File: src/sv/tgd_pkg.sv
// Shared types, constants and the CORDIC angle table for the tilt gesture detector.
`default_nettype none

package tgd_pkg;

  // Default sizes handed to the top level.
  localparam int unsigned ACCEL_BITS_DEF   = 16;
  localparam int unsigned CORDIC_STEPS_DEF = 16;
  localparam int unsigned TIME_BITS_DEF    = 32;

  // Fixed field widths.
  localparam int unsigned NOW_W   = 32;
  localparam int unsigned ANGLE_W = 17;
  localparam int unsigned CFG_W   = 16;
  localparam int unsigned IDX_W   = 3;

  // Angle accumulator: degrees with 16 fraction bits.
  localparam int unsigned ZW          = 26;
  localparam int          DEG180_Z    = 180 * 65536;
  localparam int          ANGLE_LIMIT = 46080;

  // Register reset values.
  localparam logic [CFG_W-1:0] TRIGGER_RST  = 16'd5120;
  localparam logic [CFG_W-1:0] RELEASE_RST  = 16'd2560;
  localparam logic [CFG_W-1:0] HOLD_RST     = 16'd300;
  localparam logic [CFG_W-1:0] COOLDOWN_RST = 16'd800;

  typedef enum logic [IDX_W-1:0] {
    CFG_TRIGGER  = 3'd0,
    CFG_RELEASE  = 3'd1,
    CFG_HOLD     = 3'd2,
    CFG_COOLDOWN = 3'd3,
    CFG_UPRIGHT  = 3'd4,
    CFG_INVERT   = 3'd5
  } cfg_idx_e;

  typedef enum logic [1:0] {
    GS_FLAT  = 2'd0,
    GS_LEFT  = 2'd1,
    GS_RIGHT = 2'd2
  } gesture_e;

  typedef enum logic [1:0] {
    FE_IDLE   = 2'd0,
    FE_SQUARE = 2'd1,
    FE_SUM    = 2'd2,
    FE_PUSH   = 2'd3
  } front_state_e;

  typedef enum logic [1:0] {
    BK_IDLE  = 2'd0,
    BK_ITER  = 2'd1,
    BK_ROUND = 2'd2,
    BK_DONE  = 2'd3
  } back_state_e;

  // Status of one result transaction.
  typedef struct packed {
    logic       left_event;
    logic       right_event;
    logic       evaluated;
    logic [1:0] tilt_state;
  } tgd_flags_t;

  // atan(2^-i) in degrees with 16 fraction bits, rounded.
  function automatic logic [21:0] tgd_atan(input logic [4:0] idx);
    logic [21:0] val;
    case (idx)
      5'd0:    val = 22'd2949120;
      5'd1:    val = 22'd1740967;
      5'd2:    val = 22'd919879;
      5'd3:    val = 22'd466945;
      5'd4:    val = 22'd234379;
      5'd5:    val = 22'd117304;
      5'd6:    val = 22'd58666;
      5'd7:    val = 22'd29335;
      5'd8:    val = 22'd14668;
      5'd9:    val = 22'd7334;
      5'd10:   val = 22'd3667;
      5'd11:   val = 22'd1833;
      5'd12:   val = 22'd917;
      5'd13:   val = 22'd458;
      5'd14:   val = 22'd229;
      5'd15:   val = 22'd115;
      5'd16:   val = 22'd57;
      5'd17:   val = 22'd29;
      5'd18:   val = 22'd14;
      5'd19:   val = 22'd7;
      5'd20:   val = 22'd4;
      5'd21:   val = 22'd2;
      5'd22:   val = 22'd1;
      default: val = 22'd0;
    endcase
    return val;
  endfunction

endpackage

`default_nettype wire

File: src/sv/tgd_fifo.sv
// Two-entry queue between the filter front end and the CORDIC back end.
`default_nettype none

module tgd_fifo #(
  parameter int unsigned WIDTH = 8
) (
  input  wire logic             clk_i,
  input  wire logic             rst_ni,
  input  wire logic             push_i,
  input  wire logic [WIDTH-1:0] data_i,
  output logic                  full_o,
  input  wire logic             pop_i,
  output logic [WIDTH-1:0]      data_o,
  output logic                  empty_o
);

  logic [WIDTH-1:0] mem_q [2];
  logic             wr_ptr_q, rd_ptr_q;
  logic [1:0]       cnt_q;

  assign full_o  = (cnt_q == 2'd2);
  assign empty_o = (cnt_q == 2'd0);
  assign data_o  = mem_q[rd_ptr_q];

  always_ff @(posedge clk_i) begin
    if (push_i) begin
      mem_q[wr_ptr_q] <= data_i;
    end
  end

  always_ff @(posedge clk_i or negedge rst_ni) begin
    if (!rst_ni) begin
      wr_ptr_q <= 1'b0;
      rd_ptr_q <= 1'b0;
      cnt_q    <= 2'd0;
    end else begin
      if (push_i) begin
        wr_ptr_q <= ~wr_ptr_q;
      end
      if (pop_i) begin
        rd_ptr_q <= ~rd_ptr_q;
      end
      if (push_i && !pop_i) begin
        cnt_q <= cnt_q + 2'd1;
      end else if (pop_i && !push_i) begin
        cnt_q <= cnt_q - 2'd1;
      end
    end
  end

endmodule

`default_nettype wire

File: src/sv/tgd_front.sv
// Front end: sample acceptance, low-pass filter, magnitude gate and CORDIC operand choice.
`default_nettype none

module tgd_front #(
  parameter int unsigned ACCEL_BITS = 16,
  parameter int unsigned TIME_BITS  = 32,
  localparam int unsigned CW        = ACCEL_BITS + 3,
  localparam int unsigned EW        = TIME_BITS + 2 * CW + 1
) (
  input  wire logic                         clk_i,
  input  wire logic                         rst_ni,
  input  wire logic                         s_valid_i,
  output logic                              s_ready_o,
  input  wire logic signed [ACCEL_BITS-1:0] accel_x_i,
  input  wire logic signed [ACCEL_BITS-1:0] accel_y_i,
  input  wire logic signed [ACCEL_BITS-1:0] accel_z_i,
  input  wire logic [TIME_BITS-1:0]         now_i,
  input  wire logic                         upright_i,
  output logic                              push_o,
  output logic [EW-1:0]                     push_data_o,
  input  wire logic                         full_i
);

  import tgd_pkg::*;

  localparam int unsigned FW  = ACCEL_BITS + 2;
  localparam int unsigned SQW = 2 * FW;
  localparam int unsigned M2W = SQW + 2;
  localparam int unsigned HW  = M2W + 5;
  localparam int unsigned AF  = ACCEL_BITS - 4;
  localparam logic [M2W-1:0] GATE_LO = M2W'(1) << (2 * AF - 2);
  localparam logic [HW-1:0]  GATE_HI = HW'(1) << (2 * AF + 6);

  front_state_e state_q, state_d;

  logic                    loaded_q, chk_q;
  logic signed [FW-1:0]    fx_q, fy_q, fz_q;
  logic signed [FW-1:0]    fx_upd, fy_upd, fz_upd;
  logic signed [FW:0]      dx, dy, dz;
  logic signed [SQW-1:0]   sqx_q, sqy_q, sqz_q;
  logic [M2W-1:0]          m2_q;
  logic [HW-1:0]           m2_25;
  logic [TIME_BITS-1:0]    now_q;
  logic                    accept, pass;
  logic signed [CW-1:0]    op_y, op_x;

  assign accept = s_valid_i && s_ready_o;

  // f += (a - f) >>> 2, rounding toward minus infinity.
  assign dx     = (FW + 1)'(accel_x_i) - (FW + 1)'(fx_q);
  assign dy     = (FW + 1)'(accel_y_i) - (FW + 1)'(fy_q);
  assign dz     = (FW + 1)'(accel_z_i) - (FW + 1)'(fz_q);
  assign fx_upd = fx_q + FW'(dx >>> 2);
  assign fy_upd = fy_q + FW'(dy >>> 2);
  assign fz_upd = fz_q + FW'(dz >>> 2);

  // 25 * m2 as shifts and adds against the upper gate of 2.56 g squared.
  assign m2_25 = (HW'(m2_q) << 4) + (HW'(m2_q) << 3) + HW'(m2_q);
  assign pass  = chk_q && (m2_q >= GATE_LO) && (m2_25 <= GATE_HI);

  assign op_y = upright_i ? CW'(fz_q) : CW'(fx_q);
  assign op_x = upright_i ? -CW'(fy_q) : CW'(fz_q);

  assign push_data_o = {now_q, op_x, op_y, pass};

  always_comb begin
    state_d   = state_q;
    s_ready_o = 1'b0;
    push_o    = 1'b0;
    case (state_q)
      FE_IDLE: begin
        s_ready_o = 1'b1;
        if (s_valid_i) begin
          state_d = loaded_q ? FE_SQUARE : FE_PUSH;
        end
      end
      FE_SQUARE: state_d = FE_SUM;
      FE_SUM:    state_d = FE_PUSH;
      FE_PUSH: begin
        if (!full_i) begin
          push_o  = 1'b1;
          state_d = FE_IDLE;
        end
      end
      default: state_d = FE_IDLE;
    endcase
  end

  always_ff @(posedge clk_i or negedge rst_ni) begin
    if (!rst_ni) begin
      state_q  <= FE_IDLE;
      loaded_q <= 1'b0;
      chk_q    <= 1'b0;
      fx_q     <= '0;
      fy_q     <= '0;
      fz_q     <= '0;
    end else begin
      state_q <= state_d;
      if (accept) begin
        loaded_q <= 1'b1;
        chk_q    <= loaded_q;
        if (loaded_q) begin
          fx_q <= fx_upd;
          fy_q <= fy_upd;
          fz_q <= fz_upd;
        end else begin
          fx_q <= FW'(accel_x_i);
          fy_q <= FW'(accel_y_i);
          fz_q <= FW'(accel_z_i);
        end
      end
    end
  end

  always_ff @(posedge clk_i) begin
    if (accept) begin
      now_q <= now_i;
    end
    if (state_q == FE_SQUARE) begin
      sqx_q <= fx_q * fx_q;
      sqy_q <= fy_q * fy_q;
      sqz_q <= fz_q * fz_q;
    end
    if (state_q == FE_SUM) begin
      m2_q <= M2W'($unsigned(sqx_q)) + M2W'($unsigned(sqy_q)) + M2W'($unsigned(sqz_q));
    end
  end

endmodule

`default_nettype wire

File: src/sv/tgd_back.sv
// Back end: iterative CORDIC atan2, angle rounding and the gesture hysteresis machine.
`default_nettype none

module tgd_back #(
  parameter int unsigned ACCEL_BITS   = 16,
  parameter int unsigned CORDIC_STEPS = 16,
  parameter int unsigned TIME_BITS    = 32,
  localparam int unsigned CW          = ACCEL_BITS + 3,
  localparam int unsigned EW          = TIME_BITS + 2 * CW + 1
) (
  input  wire logic                       clk_i,
  input  wire logic                       rst_ni,
  input  wire logic [EW-1:0]              entry_i,
  input  wire logic                       empty_i,
  output logic                            pop_o,
  input  wire logic [tgd_pkg::CFG_W-1:0]  trigger_i,
  input  wire logic [tgd_pkg::CFG_W-1:0]  release_i,
  input  wire logic [tgd_pkg::CFG_W-1:0]  hold_i,
  input  wire logic [tgd_pkg::CFG_W-1:0]  cooldown_i,
  input  wire logic                       invert_i,
  output logic                            m_valid_o,
  input  wire logic                       m_ready_i,
  output tgd_pkg::tgd_flags_t             m_flags_o,
  output logic signed [tgd_pkg::ANGLE_W-1:0] m_angle_o
);

  import tgd_pkg::*;

  localparam int unsigned CNT_W = $clog2(CORDIC_STEPS);
  localparam int unsigned CMP_W = ANGLE_W + 1;

  back_state_e state_q, state_d;

  logic                     eval_q;
  logic [TIME_BITS-1:0]     now_q;
  logic signed [CW-1:0]     x_q, y_q, xs, ys, e_x, e_y;
  logic signed [ZW-1:0]     z_q, at, zr, zc;
  logic [CNT_W-1:0]         cnt_q;
  logic signed [ANGLE_W-1:0] ang_q, ang_d;

  gesture_e                 gs_q, gs_d;
  logic [TIME_BITS-1:0]     start_q, start_d, cdend_q, cdend_d;
  logic                     left_d, right_d;

  logic                     out_valid_q, out_load;
  tgd_flags_t               out_flags_q;
  logic signed [ANGLE_W-1:0] out_angle_q;

  logic signed [CMP_W-1:0]  a18, pos_rel, neg_rel, pos_trig, neg_trig;
  logic                     is_left, back_in, held;
  logic [TIME_BITS-1:0]     elapsed;

  assign e_y = entry_i[CW:1];
  assign e_x = entry_i[2*CW:CW+1];

  assign xs = x_q >>> cnt_q;
  assign ys = y_q >>> cnt_q;
  assign at = ZW'(tgd_atan(5'(cnt_q)));

  // Round to Q8.8, clamp, then apply the optional sign flip.
  assign zr = (z_q + ZW'(128)) >>> 8;
  always_comb begin
    if (zr > ZW'(ANGLE_LIMIT)) begin
      zc = ZW'(ANGLE_LIMIT);
    end else if (zr < -ZW'(ANGLE_LIMIT)) begin
      zc = -ZW'(ANGLE_LIMIT);
    end else begin
      zc = zr;
    end
  end
  assign ang_d = invert_i ? -ANGLE_W'(zc) : ANGLE_W'(zc);

  assign a18      = CMP_W'(ang_q);
  assign pos_rel  = CMP_W'(release_i);
  assign neg_rel  = -CMP_W'(release_i);
  assign pos_trig = CMP_W'(trigger_i);
  assign neg_trig = -CMP_W'(trigger_i);
  assign is_left  = (gs_q == GS_LEFT);
  assign back_in  = is_left ? (a18 > neg_rel) : (a18 < pos_rel);
  assign elapsed  = now_q - start_q;
  assign held     = (elapsed >= TIME_BITS'(hold_i));

  assign out_load = (state_q == BK_DONE) && (!out_valid_q || m_ready_i);

  always_comb begin
    state_d = state_q;
    pop_o   = 1'b0;
    gs_d    = gs_q;
    start_d = start_q;
    cdend_d = cdend_q;
    left_d  = 1'b0;
    right_d = 1'b0;
    case (state_q)
      BK_IDLE: begin
        if (!empty_i) begin
          pop_o   = 1'b1;
          state_d = entry_i[0] ? BK_ITER : BK_DONE;
        end
      end
      BK_ITER: begin
        if (cnt_q == CNT_W'(CORDIC_STEPS - 1)) begin
          state_d = BK_ROUND;
        end
      end
      BK_ROUND: state_d = BK_DONE;
      BK_DONE: begin
        if (out_load) begin
          state_d = BK_IDLE;
        end
        if (eval_q) begin
          case (gs_q)
            GS_LEFT, GS_RIGHT: begin
              if (back_in) begin
                gs_d = GS_FLAT;
              end else if (held) begin
                gs_d = GS_FLAT;
                // A hold that completes inside the cooldown window is dropped silently.
                if (now_q >= cdend_q) begin
                  left_d  = is_left;
                  right_d = !is_left;
                  cdend_d = now_q + TIME_BITS'(cooldown_i);
                end
              end
            end
            default: begin
              gs_d = GS_FLAT;
              if (a18 < neg_trig) begin
                gs_d    = GS_LEFT;
                start_d = now_q;
              end else if (a18 > pos_trig) begin
                gs_d    = GS_RIGHT;
                start_d = now_q;
              end
            end
          endcase
        end
      end
      default: state_d = BK_IDLE;
    endcase
  end

  always_ff @(posedge clk_i or negedge rst_ni) begin
    if (!rst_ni) begin
      state_q     <= BK_IDLE;
      gs_q        <= GS_FLAT;
      start_q     <= '0;
      cdend_q     <= '0;
      out_valid_q <= 1'b0;
    end else begin
      state_q <= state_d;
      if (out_load) begin
        gs_q        <= gs_d;
        start_q     <= start_d;
        cdend_q     <= cdend_d;
        out_valid_q <= 1'b1;
      end else if (m_ready_i) begin
        out_valid_q <= 1'b0;
      end
    end
  end

  always_ff @(posedge clk_i) begin
    case (state_q)
      BK_IDLE: begin
        eval_q <= entry_i[0];
        now_q  <= entry_i[EW-1:2*CW+1];
        cnt_q  <= '0;
        ang_q  <= '0;
        // A vector in the left half-plane is first turned by 180 degrees.
        if (e_x < 0) begin
          x_q <= -e_x;
          y_q <= -e_y;
          z_q <= (e_y >= 0) ? ZW'(DEG180_Z) : -ZW'(DEG180_Z);
        end else begin
          x_q <= e_x;
          y_q <= e_y;
          z_q <= '0;
        end
      end
      BK_ITER: begin
        cnt_q <= cnt_q + CNT_W'(1);
        if (y_q < 0) begin
          x_q <= x_q - ys;
          y_q <= y_q + xs;
          z_q <= z_q - at;
        end else begin
          x_q <= x_q + ys;
          y_q <= y_q - xs;
          z_q <= z_q + at;
        end
      end
      BK_ROUND: ang_q <= ang_d;
      default: ;
    endcase
    if (out_load) begin
      out_flags_q.left_event  <= left_d;
      out_flags_q.right_event <= right_d;
      out_flags_q.evaluated   <= eval_q;
      out_flags_q.tilt_state  <= gs_d;
      out_angle_q             <= ang_q;
    end
  end

  assign m_valid_o = out_valid_q;
  assign m_flags_o = out_flags_q;
  assign m_angle_o = out_angle_q;

`ifndef SYNTHESIS
  a_event_only_evaluated: assert property (@(posedge clk_i) disable iff (!rst_ni)
    out_load && (left_d || right_d) |-> eval_q && (gs_d == GS_FLAT))
    else $error("gesture event on an unevaluated sample or without return to flat");

  a_single_event: assert property (@(posedge clk_i) disable iff (!rst_ni)
    out_load |-> !(left_d && right_d))
    else $error("left and right gestures in the same transaction");

  a_iter_bound: assert property (@(posedge clk_i) disable iff (!rst_ni)
    state_q == BK_ITER |-> cnt_q <= CNT_W'(CORDIC_STEPS - 1))
    else $error("CORDIC step counter ran past the last step");

  a_done_to_idle: assert property (@(posedge clk_i) disable iff (!rst_ni)
    out_load |=> state_q == BK_IDLE && out_valid_q)
    else $error("result register load did not release the back end");
`endif

endmodule

`default_nettype wire

File: src/sv/tilt_gesture_detector.sv
// Top level of the tilt gesture detector: ports, configuration registers and the two halves.
//
// Each sample transaction yields exactly one result transaction. The front end takes a sample
// only once the last one is pushed into the queue, which stalls it while full; the first
// sample after reset only loads the filter. The back end takes an evaluated sample through
// idle, the CORDIC steps of the single shared rotator doing one step a cycle, rounding and
// done, and a skipped one through idle and done. A two-entry queue between the halves and
// the result register let either side stall without stopping the other. Configuration writes
// take effect at once; the user must make them only while no sample is in flight, unchecked.
`default_nettype none

module tilt_gesture_detector #(
  parameter int unsigned ACCEL_BITS   = tgd_pkg::ACCEL_BITS_DEF,
  parameter int unsigned CORDIC_STEPS = tgd_pkg::CORDIC_STEPS_DEF,
  parameter int unsigned TIME_BITS    = tgd_pkg::TIME_BITS_DEF,
  localparam int unsigned IN_W        = 3 * ACCEL_BITS + tgd_pkg::NOW_W,
  localparam int unsigned IN_TW       = ((IN_W + 7) / 8) * 8,
  localparam int unsigned OUT_TW      = 24
) (
  input  wire logic                      clk_i,
  input  wire logic                      rst_ni,
  // accel_x, accel_y, accel_z, now_ms from the lowest bit up, zero padded
  input  wire logic [IN_TW-1:0]          s_axis_tdata,
  input  wire logic                      s_axis_tvalid,
  output logic                           s_axis_tready,
  // left_event, right_event, evaluated, tilt_angle, tilt_state from the lowest bit up
  output logic [OUT_TW-1:0]              m_axis_tdata,
  output logic                           m_axis_tvalid,
  input  wire logic                      m_axis_tready,
  input  wire logic                      cfg_we_i,
  input  wire logic [tgd_pkg::IDX_W-1:0] cfg_idx_i,
  input  wire logic [tgd_pkg::CFG_W-1:0] cfg_data_i
);

  import tgd_pkg::*;

  localparam int unsigned CW = ACCEL_BITS + 3;
  localparam int unsigned EW = TIME_BITS + 2 * CW + 1;

  logic [CFG_W-1:0] trigger_q, release_q, hold_q, cooldown_q;
  logic             upright_q, invert_q;

  logic             push, pop, full, empty;
  logic [EW-1:0]    push_data, pop_data;
  tgd_flags_t       flags;
  logic signed [ANGLE_W-1:0] angle;

  always_ff @(posedge clk_i or negedge rst_ni) begin
    if (!rst_ni) begin
      trigger_q  <= TRIGGER_RST;
      release_q  <= RELEASE_RST;
      hold_q     <= HOLD_RST;
      cooldown_q <= COOLDOWN_RST;
      upright_q  <= 1'b0;
      invert_q   <= 1'b0;
    end else if (cfg_we_i) begin
      case (cfg_idx_e'(cfg_idx_i))
        CFG_TRIGGER:  trigger_q  <= cfg_data_i;
        CFG_RELEASE:  release_q  <= cfg_data_i;
        CFG_HOLD:     hold_q     <= cfg_data_i;
        CFG_COOLDOWN: cooldown_q <= cfg_data_i;
        CFG_UPRIGHT:  upright_q  <= cfg_data_i[0];
        CFG_INVERT:   invert_q   <= cfg_data_i[0];
        default: ;
      endcase
    end
  end

  tgd_front #(
    .ACCEL_BITS (ACCEL_BITS),
    .TIME_BITS  (TIME_BITS)
  ) u_front (
    .clk_i       (clk_i),
    .rst_ni      (rst_ni),
    .s_valid_i   (s_axis_tvalid),
    .s_ready_o   (s_axis_tready),
    .accel_x_i   (s_axis_tdata[ACCEL_BITS-1:0]),
    .accel_y_i   (s_axis_tdata[2*ACCEL_BITS-1:ACCEL_BITS]),
    .accel_z_i   (s_axis_tdata[3*ACCEL_BITS-1:2*ACCEL_BITS]),
    .now_i       (s_axis_tdata[3*ACCEL_BITS+TIME_BITS-1:3*ACCEL_BITS]),
    .upright_i   (upright_q),
    .push_o      (push),
    .push_data_o (push_data),
    .full_i      (full)
  );

  tgd_fifo #(
    .WIDTH (EW)
  ) u_fifo (
    .clk_i   (clk_i),
    .rst_ni  (rst_ni),
    .push_i  (push),
    .data_i  (push_data),
    .full_o  (full),
    .pop_i   (pop),
    .data_o  (pop_data),
    .empty_o (empty)
  );

  tgd_back #(
    .ACCEL_BITS   (ACCEL_BITS),
    .CORDIC_STEPS (CORDIC_STEPS),
    .TIME_BITS    (TIME_BITS)
  ) u_back (
    .clk_i      (clk_i),
    .rst_ni     (rst_ni),
    .entry_i    (pop_data),
    .empty_i    (empty),
    .pop_o      (pop),
    .trigger_i  (trigger_q),
    .release_i  (release_q),
    .hold_i     (hold_q),
    .cooldown_i (cooldown_q),
    .invert_i   (invert_q),
    .m_valid_o  (m_axis_tvalid),
    .m_ready_i  (m_axis_tready),
    .m_flags_o  (flags),
    .m_angle_o  (angle)
  );

  assign m_axis_tdata = {2'b00, flags.tilt_state, angle,
                         flags.evaluated, flags.right_event, flags.left_event};

endmodule

`default_nettype wire
File: config.mk
export PLATFORM = sky130hd
export DESIGN_NAME = tilt_gesture_detector
export DESIGN_NICKNAME = d
export VERILOG_FILES = /design/src/sv/tgd_pkg.sv /design/src/sv/tgd_fifo.sv /design/src/sv/tgd_front.sv /design/src/sv/tgd_back.sv /design/src/sv/tilt_gesture_detector.sv
export SDC_FILE = /design/constraint.sdc
export NUM_CORES = 2
export LEC_CHECK = 0
export ABC_AREA = 1
export BUFFER_PORTS_ARGS = -buffer_cell sky130_fd_sc_hd__clkbuf_2
export CORE_AREA = 5 5 439 441
export CTS_BUF_LIST = sky130_fd_sc_hd__clkbuf_4
export DETAILED_ROUTE_END_ITERATION = 6
export DIE_AREA = 0 0 444 446
export MAX_ROUTING_LAYER = met4
export PLACE_DENSITY = 0.68
export SYNTH_ARGS = -nofsm -noshare
export SYNTH_HDL_FRONTEND = slang
export SYNTH_HIERARCHICAL = 1
export SYNTH_SLANG_ARGS = --single-unit
File: constraint.sdc
create_clock -name clk_i -period 19.15 [get_ports clk_i]
set_input_delay 3.83 -clock clk_i [delete_from_list [all_inputs] [get_ports clk_i]]
set_output_delay 3.83 -clock clk_i [all_outputs]
set_load 0.01 [all_outputs]
# Word level (Yosys, flattened, before mapping)

Memories as Yosys holds them, arrays and structs flattened. A register that Yosys moved wholly into a read port is not among the register bits.
Cells that the tools add are included.

Multiply operators: 3
Bitwise operators: 8
Add/sub/neg operators: 28
Div/mod/pow operators: 0
Equal/unequal tests: 20
Reductions and logical operators: 32
Multiplexer cells: 51
Shift operators: 2
Magnitude comparators: 13

Operators by type and width:

| operator                                                     | count |
|---|---|
| two-way mux 19 bit                                           | 6 |
| multiplier 18 x 18 -> 36 bit                                 | 3 |
| two-way mux 26 bit                                           | 3 |
| case mux 19 bit (2 select lines)                             | 2 |
| two-way mux 32 bit                                           | 2 |
| subtractor 16 x 18 -> 19 bit                                 | 3 |
| adder 18 x 17 -> 18 bit                                      | 3 |
| two-way mux 18 bit                                           | 3 |
| case mux 26 bit (2 select lines)                             | 1 |
| two-way mux 17 bit                                           | 3 |
| adder 42 x 41 -> 43 bit                                      | 1 |
| adder 43 x 38 -> 43 bit                                      | 1 |
| <= comparator 43 x 31 -> 1 bit (second input constant)       | 1 |
| adder 19 bit                                                 | 2 |
| adder 38 x 36 -> 38 bit                                      | 1 |
| >= comparator 38 x 23 -> 1 bit (second input constant)       | 1 |
| less-than comparator 19 x 1 -> 1 bit (second input constant) | 2 |
| negator 19 bit                                               | 2 |
| >>> shifter 19 x 4 -> 19 bit                                 | 2 |
| subtractor 19 bit                                            | 2 |
| adder 36 x 36 -> 37 bit                                      | 1 |
| negator 16 -> 18 bit                                         | 2 |
| case mux 17 bit (2 select lines)                             | 1 |
| adder 32 x 16 -> 32 bit                                      | 1 |
| other kinds (44)                                             | 108 |

Register bits after elaboration: 515
Memories: 2
Bits in latches: 0
Logic and storage cells: 196
RAM bits: 142
ROM bits: 352

Memories:

| name            | depth | bits a word | rd ports | clocked after memory_dff | wr ports | line           | text |
|---|---|---|---|---|---|---|---|
| (no name shown) | 16    | 22          | 1        | 1                        | 0        | tgd_pkg.sv:68  | `case (idx)` |
| u_fifo.mem_q    | 2     | 71          | 1        | 0                        | 1        | tgd_fifo.sv:17 | `logic [WIDTH-1:0] mem_q [2];` |

# Depth between registers and ports, before layout

Depth after elaboration: 7
Mapped depth: 36

# Modules after synthesis

Netlist, hierarchy kept.

Modules (own cells, without submodules):

| module                | instances | cells an instance | area an instance (µm²) |
|---|---|---|---|
| tgd_front             | 1         | 6,229             | 52,997.1 |
| tgd_back              | 1         | 3,308             | 22,876.9 |
| tgd_fifo              | 1         | 246               | 5,680.4 |
| tilt_gesture_detector | 1         | 300               | 2,692.6 |

# Worst setup path before layout

No wires, ideal clock.

Path kind: in2reg
Start: input s_axis_tdata[3]
End: register u_front.fx_q[17]
Slack: 12,352 ps
Library setup time: 118 ps
Path buffers: 0
Arrival: 6,680 ps
Data required time: 19,032 ps
Stages: 20
Cell sequence: ha_1 inv_1 nor3_2 a21oi_1 inv_1 a21oi_2 o21ai_0 nand3_1 nand2_1 xnor2_1 inv_1 ha_1 inv_1 nor3_1 nand2_1 o311ai_0 inv_1 or2_2 nand3_1 nand2_1

Cells in the longest elaborated chain, start to end: 3

RTL lines:

| what                         | line                        | text |
|---|---|---|
| from (decl)                  | tilt_gesture_detector.sv:23 | `input wire logic [IN_TW-1:0] s_axis_tdata,` |
| subtractor 16 x 18 -> 19 bit | tgd_front.sv:50             | `assign dx = (FW + 1)'(accel_x_i) - (FW + 1)'(fx_q);` |
| adder 18 x 17 -> 18 bit      | tgd_front.sv:53             | `assign fx_upd = fx_q + FW'(dx >>> 2);` |
| two-way mux 18 bit           | tgd_front.sv:102            | `if (loaded_q) begin` |
| to (signal assigned)         | tgd_front.sv:103            | `fx_q <= fx_upd;` |
| to (signal assigned)         | tgd_front.sv:107            | `fx_q <= FW'(accel_x_i);` |
| to (decl)                    | tgd_front.sv:37             | `logic signed [FW-1:0] fx_q, fy_q, fz_q;` |

Every way passes these cells.
A chain may end at the register's enable or synchronous reset.

# Worst setup path after layout

Start: register u_front.fy_q[5]
End: register u_front.sqy_q[35] (data pin)

Cells in the longest elaborated chain, start to end: 1

RTL lines:

| what                         | line             | text |
|---|---|---|
| from (decl)                  | tgd_front.sv:37  |  |
| from (signal assigned)       | tgd_front.sv:104 | `fy_q <= fy_upd;` |
| from (signal assigned)       | tgd_front.sv:108 | `fy_q <= FW'(accel_y_i);` |
| multiplier 18 x 18 -> 36 bit | tgd_front.sv:121 | `sqy_q <= fy_q * fy_q;` |
| to (signal assigned)         | tgd_front.sv:121 |  |
| to (decl)                    | tgd_front.sv:40  | `logic signed [SQW-1:0] sqx_q, sqy_q, sqz_q;` |

Every way passes these cells.

==> results_dict.tcl <==
set metrics [dict create \
    crit_top_cell "fa_1" \
    grt_overflow 0 \
    setup_viol 0 \
    hp-class "flip-flop to flip-flop" \
    netlist_area_mm2 0.0842 \
    violations "DRC" \
    finalSetupTns_ps 0 \
    clk_transition_reported_paths_ps 70 \
    syn_area_per_cell_um2 8.36 \
    netlist_instances 10083 \
    yosysWarnings 6 \
    cp_slowest_cell "fa_1" \
    critPathLaunchType "flip-flop" \
    grt_antenna_before_repair 4 \
    route.vias.total 67119 \
    cpPeakStageDelay_ps 930 \
    numPortBuffers 127 \
    cts.sinks 676 \
    holdPathStages 0 \
    hold_path_end "u_fifo/mem_q[0][50]$_DFFE_PP_" \
    end_kind "flip-flop" \
    final_cell_mix "inv_1 (2,149), nand2_1 (2,004), fa_1 (958)" \
    cts_buffers 190 \
    critical_path_buf_inv_count 5 \
    cts_tree "done" \
    die_area_mm2 0.198 \
    initialDrtViolationCount 4726 \
    path_delay_family "adder cells" \
    layout_commonest_cell "inv_1" \
    crit_type "flip-flop to flip-flop" \
    r2r-start "u_front/fy_q[5]$_DFFE_PN0P_" \
    grt_pass1_wl_um 363000 \
    num_rows 160 \
    cts_max_level 4 \
    cts_buffer_depth 3 \
    cts_root_buffer "clkbuf_4" \
    cts_hold_buf 0 \
    wl_per_cell_um 17.4 \
    crit_path_max_fanout 15 \
    wl_um 225000 \
    hpwl_um 182000 \
    syn2layout_area_growth_pct 7.02 \
    period_share 0.371 \
    r2r_setup_slack_ps 12050 \
    synthArstFlopShare 0.291 \
    start_util 0.446 \
    synth-seq-cells 676 \
    max_slew_margin 0.268 \
    postCtsSetupRepairBufs 0 \
    finalClockSkew_ps 119 \
    vias_per_cell 5.19 \
    dieWidth_um 444 \
    synth-edff-count 457 \
    dieHeight_um 446 \
    worst_pin_slew_ps 1100 \
    yosysSeqAreaShare 0.227 \
    timing.max_cap.violations 0 \
    drc_errors 2 \
    reg2regPathDepth 20 \
    slew_viol_final 0 \
    place_congestion 0.983 \
    status "finished with violations" \
    final_layout_size_suffix_gt1_frac 0.0765 \
    ant_nets 0 \
    path_cells "buf_4, nand2_1, fa_1, inv_1, fa_1, fa_1, fa_1, fa_1, inv_1, fa_1, inv_1, ha_1, nand2_1, nor4_1, nand2_1, o211ai_2, a21oi_2, inv_1, a21oi_1, xor2_1" \
    grtUsageTotal 0.234 \
    hold_violations 0 \
    rsz0062_at_grt "false" \
    grt_pass1_vias 68842 \
    critPathRequiredTime_ps 20120 \
    r2r-end "u_front/sqy_q[35]$_DFFE_PN_" \
    yosysUniqueCellTypes 85 \
    nets 12069 \
    grt_max_degree 115 \
    post_cts_resize_count 0 \
    core_mm2 0.189 \
    fillers 18119 \
    cp.arrival_ps 8070 \
    fmax_mhz 141 \
    synthFlopType "edfxtp_1" \
    drt_pre_antenna_iters 7 \
    io_pins 130 \
    period_needed_ps 7100 \
    hold_start "u_front/now_q[11]$_DFFE_PP_" \
    worstSkewPairLatency_ps 1300 \
]
[sequential cells by signal, summed over array words and instances (netlist names), 5 cells and up]
signal / cells
cooldown_q: 16
hold_q: 16
release_q: 16
trigger_q: 16
u_back/ang_q: 17
u_back/at: 22
u_back/cdend_q: 32
u_back/m_angle_o: 17
u_back/m_flags_o: 5
u_back/now_q: 32
u_back/start_q: 32
u_back/x_q: 19
u_back/y_q: 19
u_back/z_q: 26
u_fifo/mem_q: 142
u_front/fx_q: 18
u_front/fy_q: 18
u_front/fz_q: 18
u_front/m2_q: 38
u_front/now_q: 32
u_front/sqx_q: 35
u_front/sqy_q: 35
u_front/sqz_q: 35
[synthesized netlist by cell type (all sizes together), types with 72 or more instances]
master  instances  share of area
a21oi         588          0.035
buf           105         0.0080
clkbuf        137         0.0061
dfrtp         186          0.055
edfxtp        457           0.16
fa            958           0.23
ha            773           0.11
inv          2169          0.097
mux2           72          0.013
nand2        2036          0.092
nand3         342          0.021
nand4          84         0.0064
nor2          640          0.030
nor3          124         0.0080
o21ai         542          0.033
xnor2         151          0.016
xor2          269          0.028
[logic make-up (layout without fill, tap and decap cells)]
family,after synthesis,count (layout),share of synthesized area
buffers and inverters,2417,2731,0.111
XOR/XNOR,420,420,0.0438
multiplexers,79,79,0.0135
flip-flops,676,676,0.227
adder cells (fa/ha/maj),1731,1731,0.342
AND/OR/NAND/NOR,3291,3291,0.163
AO/OA/AOI/OAI,1467,1467,0.0991
other,2,23,0.0000891
[metal layers]
metal	routed length, µm	part of all wire	up-vias	track usage
met3	11700	0.052	441	0.0326
li1	-	-	32280	-
met4	9120	0.041	0	0.0869
met5	0	0	-	-
met2	107000	0.48	1841	0.385
met1	96500	0.43	32557	0.296
[cell type report]
class / instances / area, µm² / area share
multi-input combinational: 6993 / 55800 / 0.619
antenna: 18 / 45.0 / 0.000500
clock buffer: 287 / 2150 / 0.0239
sequential: 676 / 19100 / 0.212
timing repair buffer: 198 / 1190 / 0.0132
tap: 2511 / 3140 / 0.0348
inverter: 2175 / 8170 / 0.0906
clock inverter: 71 / 519 / 0.00576
[worst reg2reg max path, cell delays in order (launching register included)]
cell,delay (ps)
dfrtp_1,920
buf_4,310
nand2_1,80
fa_1,520
inv_1,150
fa_1,930
fa_1,550
fa_1,540
fa_1,500
inv_1,60
fa_1,490
inv_1,40
ha_1,390
nand2_1,150
nor4_1,380
nand2_1,110
o211ai_2,240
a21oi_2,120
inv_1,70
a21oi_1,70
xor2_1,170
[through the flow]
step	cell area [µm²]	instances	setup slack [ps]	hold slack [ps]	utilization
floorplan	84300	10086	12350	421	-
global placement	87400	12553	11620	423	0.463
detailed placement	87400	12553	11630	430	0.463
CTS	90100	12911	12100	423	0.477
global route	90200	12926	11740	433	0.478
finish	90200	12929	12050	424	0.478
[worst max path at each step]
stage / start / end / slack [ps] / cells after the start
3_5_place_dp: s_axis_tdata[3] / u_front/fx_q[17]$_DFFE_PN0P_ / 11630 / 21
4_1_cts: u_front/fy_q[5]$_DFFE_PN0P_ / u_front/sqy_q[35]$_DFFE_PN_ / 12100 / 20
5_1_grt: u_front/fx_q[17]$_DFFE_PN0P_ / u_front/sqx_q[33]$_DFFE_PN_ / 11740 / 23
6_report: u_front/fy_q[5]$_DFFE_PN0P_ / u_front/sqy_q[35]$_DFFE_PN_ / 12050 / 20
3_3_place_gp: s_axis_tdata[3] / u_front/fx_q[17]$_DFFE_PN0P_ / 11620 / 21
2_1_floorplan: s_axis_tdata[3] / u_front/fx_q[17]$_DFFE_PN0P_ / 12350 / 20
Power is not shown: default switching activity piles up to over one toggle a cycle in this logic, so the estimate is an artifact.
